## src/hdl/irpw_pkg.sv

```systemverilog
// Shared types and constants for the IR pulse-width frame receiver.
// No dependencies; imported by ir_pulse_width_frame_receiver_unit.
`timescale 1ns / 1ps

package irpw_pkg;

    // Number of data pulses in one frame, after the start pulse
    localparam int FRAME_BITS = 4;

    // Result word: the last four received bits
    localparam int DATA_W = 4;

    // Width of all configuration registers and of the tick counters
    localparam int CNT_W = 16;

    // Pulse index runs 0 (start pulse) through FRAME_BITS + 1 (frame done)
    localparam int IDX_W = $clog2(FRAME_BITS + 2);

    localparam logic [CNT_W-1:0] CNT_MAX = {CNT_W{1'b1}};

    // Register reset values
    localparam logic [CNT_W-1:0] START_MIN_RST     = CNT_W'(800);
    localparam logic [CNT_W-1:0] START_MAX_RST     = CNT_W'(1200);
    localparam logic [CNT_W-1:0] BIT_THRESHOLD_RST = CNT_W'(375);
    localparam logic [CNT_W-1:0] GAP_TICKS_RST     = CNT_W'(500);

    // Configuration register indexes
    typedef enum logic [1:0] {
        CFG_START_MIN     = 2'd0,
        CFG_START_MAX     = 2'd1,
        CFG_BIT_THRESHOLD = 2'd2,
        CFG_GAP_TICKS     = 2'd3
    } cfg_index_t;

    // Receiver phase
    typedef enum logic [1:0] {
        PH_WAIT    = 2'd0,
        PH_MEASURE = 2'd1,
        PH_GAP     = 2'd2
    } phase_t;

endpackage

```

## src/hdl/ir_pulse_width_frame_receiver_unit.sv

```systemverilog
// Top level of the IR pulse-width frame receiver: input register, phase
// machine with width and gap counters, and result register. Uses irpw_pkg.
`timescale 1ns / 1ps

// One line sample is taken per tick; the block accepts one sample every clock
// cycle unless a result waits on out_ready. A sample is held in the input
// register, then the phase machine judges it and any frame result lands in
// the output register, so out_valid rises once the sample ending the frame
// has passed both registers (a bad start's falling edge, the frame's last gap
// tick or, with a zero gap, its last falling edge). While a result waits on
// out_ready the input register still takes one more sample; the machine
// advances only when the result register is free. Configuration writes take
// effect on the next cycle and should be made while no sample is in flight.
module ir_pulse_width_frame_receiver_unit
    import irpw_pkg::*;
(
    input  logic              clk,
    input  logic              rst_n,

    // configuration write port
    input  logic              cfg_wr_en,
    input  logic [1:0]        cfg_index,
    input  logic [CNT_W-1:0]  cfg_data,

    // sample channel
    input  logic              in_valid,
    output logic              in_ready,
    input  logic              ir_level,

    // result channel
    output logic              out_valid,
    input  logic              out_ready,
    output logic [DATA_W-1:0] frame_data,
    output logic              frame_error
);

    // configuration registers
    logic [CNT_W-1:0] start_min_reg;
    logic [CNT_W-1:0] start_max_reg;
    logic [CNT_W-1:0] bit_threshold_reg;
    logic [CNT_W-1:0] gap_ticks_reg;

    // input register
    logic             s1_valid_reg;
    logic             s1_level_reg;
    logic             s1_fire;

    // receiver state
    phase_t             phase_reg, phase_next;
    logic [CNT_W-1:0]   pulse_count_reg, pulse_count_next;
    logic [CNT_W-1:0]   gap_count_reg, gap_count_next;
    logic [IDX_W-1:0]   pulse_index_reg, pulse_index_next;
    logic [DATA_W-1:0]  shift_data_reg, shift_data_next;

    // result register
    logic               out_valid_reg;
    logic [DATA_W-1:0]  out_data_reg;
    logic               out_error_reg;

    // decode helpers
    logic               meas_fall;
    logic               start_bad;
    logic               gap_zero;
    logic [CNT_W-1:0]   gap_count_inc;
    logic               gap_end;
    logic               gap_done;
    logic [IDX_W-1:0]   index_after;
    logic [DATA_W-1:0]  shift_after;
    logic               res_error;
    logic               res_frame;
    logic               res_valid;
    logic               restart;

    //--------------------------------------------------------------------
    // Configuration writes
    //--------------------------------------------------------------------
    always_ff @(posedge clk or negedge rst_n)
    begin
        if (!rst_n)
        begin
            start_min_reg     <= START_MIN_RST;
            start_max_reg     <= START_MAX_RST;
            bit_threshold_reg <= BIT_THRESHOLD_RST;
            gap_ticks_reg     <= GAP_TICKS_RST;
        end
        else if (cfg_wr_en)
        begin
            case (cfg_index)
                CFG_START_MIN:     start_min_reg     <= cfg_data;
                CFG_START_MAX:     start_max_reg     <= cfg_data;
                CFG_BIT_THRESHOLD: bit_threshold_reg <= cfg_data;
                CFG_GAP_TICKS:     gap_ticks_reg     <= cfg_data;
                default:           start_min_reg     <= start_min_reg;
            endcase
        end
    end

    //--------------------------------------------------------------------
    // Input register: advance when the machine consumes the held sample
    //--------------------------------------------------------------------
    assign s1_fire  = s1_valid_reg && (!out_valid_reg || out_ready);
    assign in_ready = !s1_valid_reg || s1_fire;

    always_ff @(posedge clk or negedge rst_n)
    begin
        if (!rst_n)
        begin
            s1_valid_reg <= 1'b0;
        end
        else if (in_ready)
        begin
            s1_valid_reg <= in_valid;
        end
    end

    always_ff @(posedge clk)
    begin
        if (in_ready && in_valid)
        begin
            s1_level_reg <= ir_level;
        end
    end

    //--------------------------------------------------------------------
    // Pulse judging and gap end detection
    //--------------------------------------------------------------------
    assign meas_fall     = (phase_reg == PH_MEASURE) && !s1_level_reg;
    assign start_bad     = (pulse_index_reg == '0) &&
                           ((pulse_count_reg < start_min_reg) ||
                            (pulse_count_reg > start_max_reg));
    assign gap_zero      = (gap_ticks_reg == '0);
    assign gap_count_inc = gap_count_reg + CNT_W'(1);
    assign gap_end       = (phase_reg == PH_GAP) && (gap_count_inc >= gap_ticks_reg);
    assign gap_done      = (meas_fall && !start_bad && gap_zero) || gap_end;

    assign index_after = meas_fall ? (pulse_index_reg + IDX_W'(1)) : pulse_index_reg;
    assign shift_after = (meas_fall && (pulse_index_reg != '0)) ?
                         {shift_data_reg[DATA_W-2:0], (pulse_count_reg > bit_threshold_reg)} :
                         shift_data_reg;

    assign res_error = meas_fall && start_bad;
    assign res_frame = gap_done && (index_after > IDX_W'(FRAME_BITS));
    assign res_valid = res_error || res_frame;
    assign restart   = res_valid;

    //--------------------------------------------------------------------
    // Next phase
    //--------------------------------------------------------------------
    always_comb
    begin
        case (phase_reg)
            PH_MEASURE:
            begin
                if (s1_level_reg)
                    phase_next = PH_MEASURE;
                else if (start_bad || gap_zero)
                    phase_next = PH_WAIT;
                else
                    phase_next = PH_GAP;
            end
            PH_GAP:
            begin
                phase_next = gap_end ? PH_WAIT : PH_GAP;
            end
            default:
            begin
                phase_next = s1_level_reg ? PH_MEASURE : PH_WAIT;
            end
        endcase
    end

    //--------------------------------------------------------------------
    // Counters and shift register
    //--------------------------------------------------------------------
    always_comb
    begin
        pulse_count_next = pulse_count_reg;
        gap_count_next   = gap_count_reg;
        pulse_index_next = index_after;
        shift_data_next  = shift_after;

        case (phase_reg)
            PH_MEASURE:
            begin
                if (s1_level_reg)
                begin
                    if (pulse_count_reg != CNT_MAX)
                        pulse_count_next = pulse_count_reg + CNT_W'(1);
                end
                else
                begin
                    gap_count_next = '0;
                end
            end
            PH_GAP:
            begin
                gap_count_next = gap_end ? '0 : gap_count_inc;
            end
            default:
            begin
                if (s1_level_reg)
                    pulse_count_next = CNT_W'(1);
            end
        endcase

        // drop the frame after any result
        if (restart)
        begin
            pulse_count_next = '0;
            gap_count_next   = '0;
            pulse_index_next = '0;
            shift_data_next  = '0;
        end
    end

    always_ff @(posedge clk or negedge rst_n)
    begin
        if (!rst_n)
        begin
            phase_reg       <= PH_WAIT;
            pulse_count_reg <= '0;
            gap_count_reg   <= '0;
            pulse_index_reg <= '0;
            shift_data_reg  <= '0;
        end
        else if (s1_fire)
        begin
            phase_reg       <= phase_next;
            pulse_count_reg <= pulse_count_next;
            gap_count_reg   <= gap_count_next;
            pulse_index_reg <= pulse_index_next;
            shift_data_reg  <= shift_data_next;
        end
    end

    //--------------------------------------------------------------------
    // Result register: load on a consumed sample, clear on transfer
    //--------------------------------------------------------------------
    always_ff @(posedge clk or negedge rst_n)
    begin
        if (!rst_n)
        begin
            out_valid_reg <= 1'b0;
        end
        else if (s1_fire)
        begin
            out_valid_reg <= res_valid;
        end
        else if (out_ready)
        begin
            out_valid_reg <= 1'b0;
        end
    end

    always_ff @(posedge clk)
    begin
        if (s1_fire && res_valid)
        begin
            out_data_reg  <= res_error ? '0 : shift_after;
            out_error_reg <= res_error;
        end
    end

    assign out_valid   = out_valid_reg;
    assign frame_data  = out_data_reg;
    assign frame_error = out_error_reg;

`ifndef SYNTHESIS
    // an error result never carries data bits
    assert property (@(posedge clk) disable iff (!rst_n)
        (out_valid && frame_error) |-> (frame_data == '0))
        else $error("error result with nonzero frame_data");

    // pulse index never passes the frame end
    assert property (@(posedge clk) disable iff (!rst_n)
        (pulse_index_reg <= IDX_W'(FRAME_BITS + 1)))
        else $error("pulse index out of range");

    // a gap only follows an accepted pulse
    assert property (@(posedge clk) disable iff (!rst_n)
        (phase_reg == PH_GAP) |-> (pulse_index_reg != '0))
        else $error("gap phase with start pulse index");

    // waiting always starts with a cleared gap counter
    assert property (@(posedge clk) disable iff (!rst_n)
        (phase_reg == PH_WAIT) |-> (gap_count_reg == '0))
        else $error("gap counter not cleared while waiting");

    // a produced result is presented on the next cycle
    assert property (@(posedge clk) disable iff (!rst_n)
        (s1_fire && res_valid) |=> out_valid)
        else $error("result lost");
`endif

endmodule

```

## config.mk

```make
export PLATFORM = sky130hd
export DESIGN_NAME = ir_pulse_width_frame_receiver_unit
export DESIGN_NICKNAME = d
export VERILOG_FILES = /design/src/hdl/irpw_pkg.sv /design/src/hdl/ir_pulse_width_frame_receiver_unit.sv
export SDC_FILE = /design/constraint.sdc
export NUM_CORES = 1
export LEC_CHECK = 0
export ABC_AREA = 1
export BUFFER_PORTS_ARGS = -buffer_cell sky130_fd_sc_hd__buf_2
export CELL_PAD_IN_SITES_DETAIL_PLACEMENT = 0
export CELL_PAD_IN_SITES_GLOBAL_PLACEMENT = 1
export CORE_AREA = 2 2 92 183
export CTS_BUF_LIST = sky130_fd_sc_hd__clkbuf_8
export DETAILED_ROUTE_END_ITERATION = 7
export DIE_AREA = 0 0 94 185
export PLACE_DENSITY_LB_ADDON = 0.1
export SYNTH_ARGS = -nofsm -noshare
export SYNTH_HDL_FRONTEND = slang
export SYNTH_SLANG_ARGS = --single-unit
export TNS_END_PERCENT = 100
```

## constraint.sdc

```tcl
create_clock -name clk -period 3.6 [get_ports clk]
set_input_delay 0.54 -clock clk [delete_from_list [all_inputs] [get_ports clk]]
set_output_delay 0.54 -clock clk [all_outputs]
set_load 0.01 [all_outputs]
```

==> results of run 1 <==
report_power, final:
group / total (W) / switching (W) / leakage [nW] / internal, W
Clock: 0.00127 / 0.000538 / 0.213 / 0.000729
Sequential: 0.00161 / 0.000116 / 1.40 / 0.00150
Combinational: 0.000977 / 0.000631 / 2.48 / 0.000346
Total: 0.00386 / 0.00128 / 4.10 / 0.00257
per-layer routing:
layer  global-route usage (%)  vias to the layer above  wire length [µm]
met1                    26.21                     2547              7448
met4                    7.478                        0               374
met2                    36.11                       66              8611
li1                         -                     2879                 -
met5                        0                        -                 0
met3                    3.621                       22               402
worst max-delay path by stage:
stage / end / slack, ps / cells past startpoint / startpoint
floorplan: frame_data[0] / 270 / 23 / gap_count_reg[0]
global placement: gap_count_reg[15] / 270 / 24 / gap_count_reg[1]
detailed placement: gap_count_reg[2] / 140 / 24 / gap_count_reg[1]
CTS: gap_count_reg[15] / 130 / 24 / gap_count_reg[1]
global route: pulse_count_reg[1] / -10 / 24 / gap_count_reg[1]
finish: frame_error / 240 / 22 / gap_count_reg[0]
cells by family after synthesis:
family                   count (synthesis)  synth area share (%)
XOR/XNOR                                19                 2.500
adder cells (fa/ha/maj)                 69                 12.41
AO/OA/AOI/OAI                          132                 10.04
AND/OR/NAND/NOR                        381                 24.73
flip-flops                             113                 41.44
buffers and inverters                  155                 8.885
synthesized netlist by cell type:
master      n  area, µm²
a211oi_1    2      15.01
a21o_1      1      7.510
a21oi_1    28      140.1
a21oi_2     1      8.760
a22o_1      1      8.760
a31o_2      1      8.760
a31oi_1     2      12.51
buf_2       3      15.01
buf_6       4      45.04
clkbuf_1   13      48.80
clkinv_1    1      3.750
dfrtp_1    87       2177
dfstp_2    20      525.5
edfxtp_1    6      180.2
ha_1       69      863.3
inv_1     125      469.2
inv_2       8      30.03
inv_4       1      6.260
nand2_1   235      882.1
nand2_2     4      25.02
nand2_4     5      56.30
nand3_1    49      245.2
nand3_2     4      40.04
nand3b_1    2      15.01
nand3b_2    2      22.52
nand4_1     9      56.30
nor2_1     42      157.7
nor2_2      5      31.28
nor2_4      2      22.52
nor3_1      9      45.04
nor3_2      2      20.02
nor3_4      2      32.53
nor3b_2     2      25.02
nor4_1      1      6.260
o211ai_1    5      37.54
o21ai_0    89      445.4
o21ai_1     1      5.000
o221ai_1    1      8.760
or2_2       6      37.54
xnor2_1     2      17.52
xnor2_2     1      16.27
xor2_1     16      140.1
critical path, cell delays in order, from the launching register on:
cell        delay (ps)
dfrtp_1            360
ha_2               200
nand3_2            100
nor3_4             230
nand3_2            130
nor2_4             110
nand3_1            110
nor2_1             150
xnor2_1            130
clkinv_1           100
ha_1               280
nand2_1             50
inv_1               60
nand3_1             90
nor3_2             240
nand2_1            110
nand3b_1           100
nand2_1             60
nand2_2             90
nand2_4             80
nand2_4             80
nand2_4             60
clkinvlp_4         130
final cells by class:
type | count | area (µm²) | area share (%)
flip-flops and latches | 113 | 2883 | 36.73
repair buffers | 43 | 274.0 | 3.492
clock buffers | 20 | 275.3 | 3.508
clock inverters | 12 | 140.1 | 1.786
multi-input cells | 601 | 3493 | 44.52
inverters | 135 | 526.8 | 6.712
well taps | 204 | 255.2 | 3.253
placed cells by master (no fill, tap or decap), types with 3 or more instances in the layout:
cell type,count
clkbuf_8,20
dfrtp_1,87
nor2_1,42
clkinv_2,4
nand2_4,4
o211ai_1,5
nand3_2,6
dfstp_2,20
clkinvlp_4,5
xor2_1,16
nand3_1,47
or2_2,6
inv_1,125
bufinv_16,3
a21oi_1,28
o21ai_0,89
edfxtp_1,6
ha_1,68
nand2_2,4
nor2_2,4
buf_4,11
nand4_1,9
nand2_1,235
inv_2,8
nor3_4,3
buf_2,29
nor3_1,8
nor2_4,3
repair_timing:
item                                   4_1_cts  5_1_grt
buffers inserted                             0        4
endpoints found under the hold margin        0        0
gates resized for setup                      0       15
setup endpoints to repair                    0       38
metrics by stage:
step	worst slack (ps)	instances	util (%)	hold slack (ps)	setup TNS, ps
4_1_cts	126.0	1124	48.06	176.2	0
3_3_place_gp	273.6	1092	45.48	466.5	0
5_1_grt	-13.95	1128	48.73	210.0	-71.61
3_5_place_dp	138.4	1092	45.48	472.6	0
2_1_floorplan	274.2	869	-	244.4	0
6_report	237.2	1128	48.73	152.5	0
==> impl_metrics.env, run 1 <==
export IMPL_die_w_um=94
export IMPL_syn_to_final_growth_pct=12.81
export IMPL_fin_nets=1004
export IMPL_wl_um=16840
export IMPL_ioPinCount=31
export IMPL_syn_nets=962
export IMPL_critPathCaptureType="flop"
export IMPL_reg2reg_slack_ps=240
export IMPL_synth_seq_area_share_pct=41.44
export IMPL_hold_viol_final=0
export IMPL_core_area_mm2=0.01610
export IMPL_finalSetupViolCount=0
export IMPL_finalMaxSlewViolations=0
export IMPL_drc=0
export IMPL_max_slew_margin_pct=22.52
export IMPL_clkSinkCount=113
export IMPL_fin_area_mm2=0.007848
export IMPL_total_power_w=0.003857
export IMPL_min_period_ps=3363
export IMPL_vias_per_cell=4.888
export IMPL_skew_ps=9.438
export IMPL_grt_usage_pct=21.00
export IMPL_grt_pass1_wl_um=27880
export IMPL_path_max_fanout=5
export IMPL_yosysUniqueCellTypes=42
export IMPL_vdd_ir_drop_max_uv=247.6
export IMPL_drive_above_1_share_pct=15.69
export IMPL_maxCapViolCount=0
export IMPL_clockBufferDepth=2
export IMPL_grt_max_degree=58
export IMPL_drtPass1Iterations=4
export IMPL_routedWlPerCell_um=14.93
export IMPL_reg2reg_depth=22
export IMPL_cts_root_buf="clkbuf_8"
export IMPL_die_y_um=185
export IMPL_hp_class="input port to asynchronous set/reset pin"
export IMPL_grt_overflow=0
export IMPL_drtIter0Drc=245
export IMPL_r2r_end="frame_error"
export IMPL_p_leak_nw=4.099
export IMPL_reg2reg_from="gap_count_reg[0]"
export IMPL_start_util_pct=43.20
export IMPL_place_area_mm2=0.007323
export IMPL_clk_latency_ps=440
export IMPL_num_vias=5514
export IMPL_ys_ff_latch=113
export IMPL_grt_pass1_vias=5471
export IMPL_antenna_found_initial=0
export IMPL_fin_crit_sh_pct=93.41
export IMPL_netlist_area_mm2=0.006957
export IMPL_start_kind="flop"
export IMPL_antenna_cells=0
export IMPL_worstMarginPinSlew_ps=1159
export IMPL_io_buffers=30
export IMPL_gp_congestion=0.8269
export IMPL_crit_required_ps=3750
export IMPL_detailed_place_hpwl_um=12270
export IMPL_synth_area_per_cell_um2=8.005
export IMPL_clk_pin_slew_ps=70
export IMPL_rows=66
export IMPL_ant_nets=0
export IMPL_die_area_mm2=0.01739
export IMPL_power_density_mw_per_mm2=491.4
export IMPL_syn_inst=869
export IMPL_tritoncts="built"
export IMPL_cts_htree_levels=4
export IMPL_yosys_warnings=0
export IMPL_fmax_mhz=297.4
export IMPL_crit_type="flop to flop"
export IMPL_fillCellCount=1657
export IMPL_status="complete, no violations"
export IMPL_worstPathArrival_ps=3510
export IMPL_hold_buffers=0
export IMPL_cts_buffers=17
No activity file was read; power rests on OpenSTA's default activity.
==> inputs of run 2 (changes only) <==
REMOVE_ABC_BUFFERS = 1   (was default)
==> run 2 against run 1 <==
  * First-iteration DRC count fell by 5.3%
  * Non-clock buffer count shrank 2
  * Count of clock-buffer cells in the layout grew 4
  * Register-to-register slack gained 50 ps
  * Maximum frequency rose by 1.6%
  * Critical path depth unchanged
  * Critical path type unchanged
  * Highest routed layer unchanged
==> impl_metrics.env, run 2 (synthesized netlist as in run 1, its figures left out) <==
export IMPL_status="complete, no violations"
export IMPL_drtIter0Drc=232
export IMPL_gp_congestion=0.8012
export IMPL_maxCapViolCount=0
export IMPL_power_density_mw_per_mm2=490.8
export IMPL_startpoint="gap_count_reg[1]"
export IMPL_hp_class="input port to asynchronous set/reset pin"
export IMPL_crit_required_ps=3740
export IMPL_dp_cells=1093
export IMPL_antenna_found_initial=0
export IMPL_multi_input_area_mm2=0.003523
export IMPL_fin_ws_ps=290.0
export IMPL_clkSinkCount=113
export IMPL_tns_ps=0
export IMPL_hold_buffers=0
export IMPL_fin_util_pct=48.82
export IMPL_die_y_um=185
export IMPL_vdd_ir_drop_max_uv=247.8
export IMPL_fmax_mhz=302.1
export IMPL_tritoncts="built"
export IMPL_drive_above_1_share_pct=15.96
export IMPL_detailed_place_hpwl_um=12120
export IMPL_max_slew_margin_pct=33.48
export IMPL_rsz0062_at_grt="no"
export IMPL_start_kind="flop"
export IMPL_start_util_pct=43.20
export IMPL_dp_slack_ps=53.40
export IMPL_final_common_cell="nand2_1"
export IMPL_crit_type="flop to flop"
export IMPL_layout_common_cells="nand2_1 (235), inv_1 (125), o21ai_0 (89), dfrtp_1 (87), ha_1 (68)"
export IMPL_vias_per_cell=4.881
export IMPL_path_max_fanout=5
export IMPL_ioPinCount=31
export IMPL_fin_crit_sh_pct=91.95
export IMPL_worstPathArrival_ps=3450
export IMPL_regArea_mm2=0.002883
export IMPL_grt_pass1_vias=5514
export IMPL_cts_buffers=17
export IMPL_wl_um=16510
export IMPL_routedWlPerCell_um=14.68
export IMPL_reg2reg_slack_ps=290
export IMPL_cts_root_buf="clkbuf_8"
export IMPL_die_area_mm2=0.01739
export IMPL_min_period_ps=3310
export IMPL_antenna_cells=0
export IMPL_fin_nets=1002
export IMPL_core_area_mm2=0.01610
export IMPL_p_leak_nw=4.125
export IMPL_grt_usage_pct=21.03
export IMPL_finalSetupViolCount=0
export IMPL_cts_htree_levels=4
export IMPL_rows=66
export IMPL_skew_ps=17.42
export IMPL_clk_latency_ps=450
export IMPL_r2r_end="frame_data[1]"
export IMPL_reg2reg_depth=22
export IMPL_clockBufferDepth=2
export IMPL_drtPass1Iterations=5
export IMPL_finalMaxSlewViolations=0
export IMPL_grt_overflow=0
export IMPL_num_vias=5491
export IMPL_fillCellCount=1607
export IMPL_drc=0
export IMPL_hold_viol_final=0
export IMPL_clk_pin_slew_ps=70
export IMPL_syn_to_final_growth_pct=13.00
export IMPL_die_w_um=94
export IMPL_ant_nets=0
export IMPL_stdcell_count=1125
export IMPL_worstMarginPinSlew_ps=994.9
export IMPL_grt_max_degree=56
export IMPL_critPathCaptureType="flop"
export IMPL_io_buffers=30
export IMPL_grt_pass1_wl_um=28030
export IMPL_reg2reg_from="gap_count_reg[1]"
[run 2: timing repair]
action	4_1_cts	5_1_grt
setup endpoints to repair	0	45
buffers inserted	0	1
endpoints found under the hold margin	0	0
resized for setup	0	23
[run 2: cell type report]
cell class	instances	share of cell area, %
inverter	135	6.653
clock inverter	7	1.050
multi-input combinational	601	44.82
clock buffer	24	4.202
timing repair buffer	41	3.358
sequential	113	36.67
tap	204	3.247
[run 2: layer usage]
layer	share of wire, %	track usage [%]	routed length [µm]	vias to the layer above
met4	2.4	8.522	397	0
met1	45	26.73	7438	2518
li1	-	-	-	2881
met5	0	0	0	-
met2	50	35.74	8334	71
met3	2.1	2.766	341	21
[run 2: worst max-delay path by stage]
stage | to | cells after the start
global placement | gap_count_reg[0] | 24
detailed placement | gap_count_reg[4] | 24
CTS | gap_count_reg[12] | 24
global route | pulse_count_reg[6] | 24
finish | frame_data[1] | 22
floorplan | frame_data[0] | 22
[run 2: per-stage QoR]
step           instance area (µm²)  hold WS, ps  total power (W)
2_1_floorplan                 6848        244.4         0.002277
3_3_place_gp                  7343        466.9         0.002594
3_5_place_dp                  7343        470.2         0.002612
6_report                      7861        169.2         0.003859
5_1_grt                       7861        218.9         0.004140
4_1_cts                       7756        181.6         0.003895
[run 2: power by group]
part	leakage [nW]	internal, W	switching, W
logic	2.50	0.000345	0.000640
clock network	0.223	0.000733	0.000527
registers	1.40	0.00150	0.000117
[run 2: worst max-delay path, stage by stage, from the launching register on]
cell and delay, ps:
dfrtp_1 380, ha_2 230, nand3_4 90, nor3_4 220, nand3_2 140, nor2_4 140, nand3_2 90, nor2_2 130
xnor2_1 140, inv_2 60, ha_1 270, nand2_1 60, inv_2 60, nand3_2 80, nor3_4 210, nand2_1 100
nand3b_1 90, nand2_1 70, nand2_2 90, nand2_4 80, nand2_4 80, nand2_4 60, clkinvlp_4 130
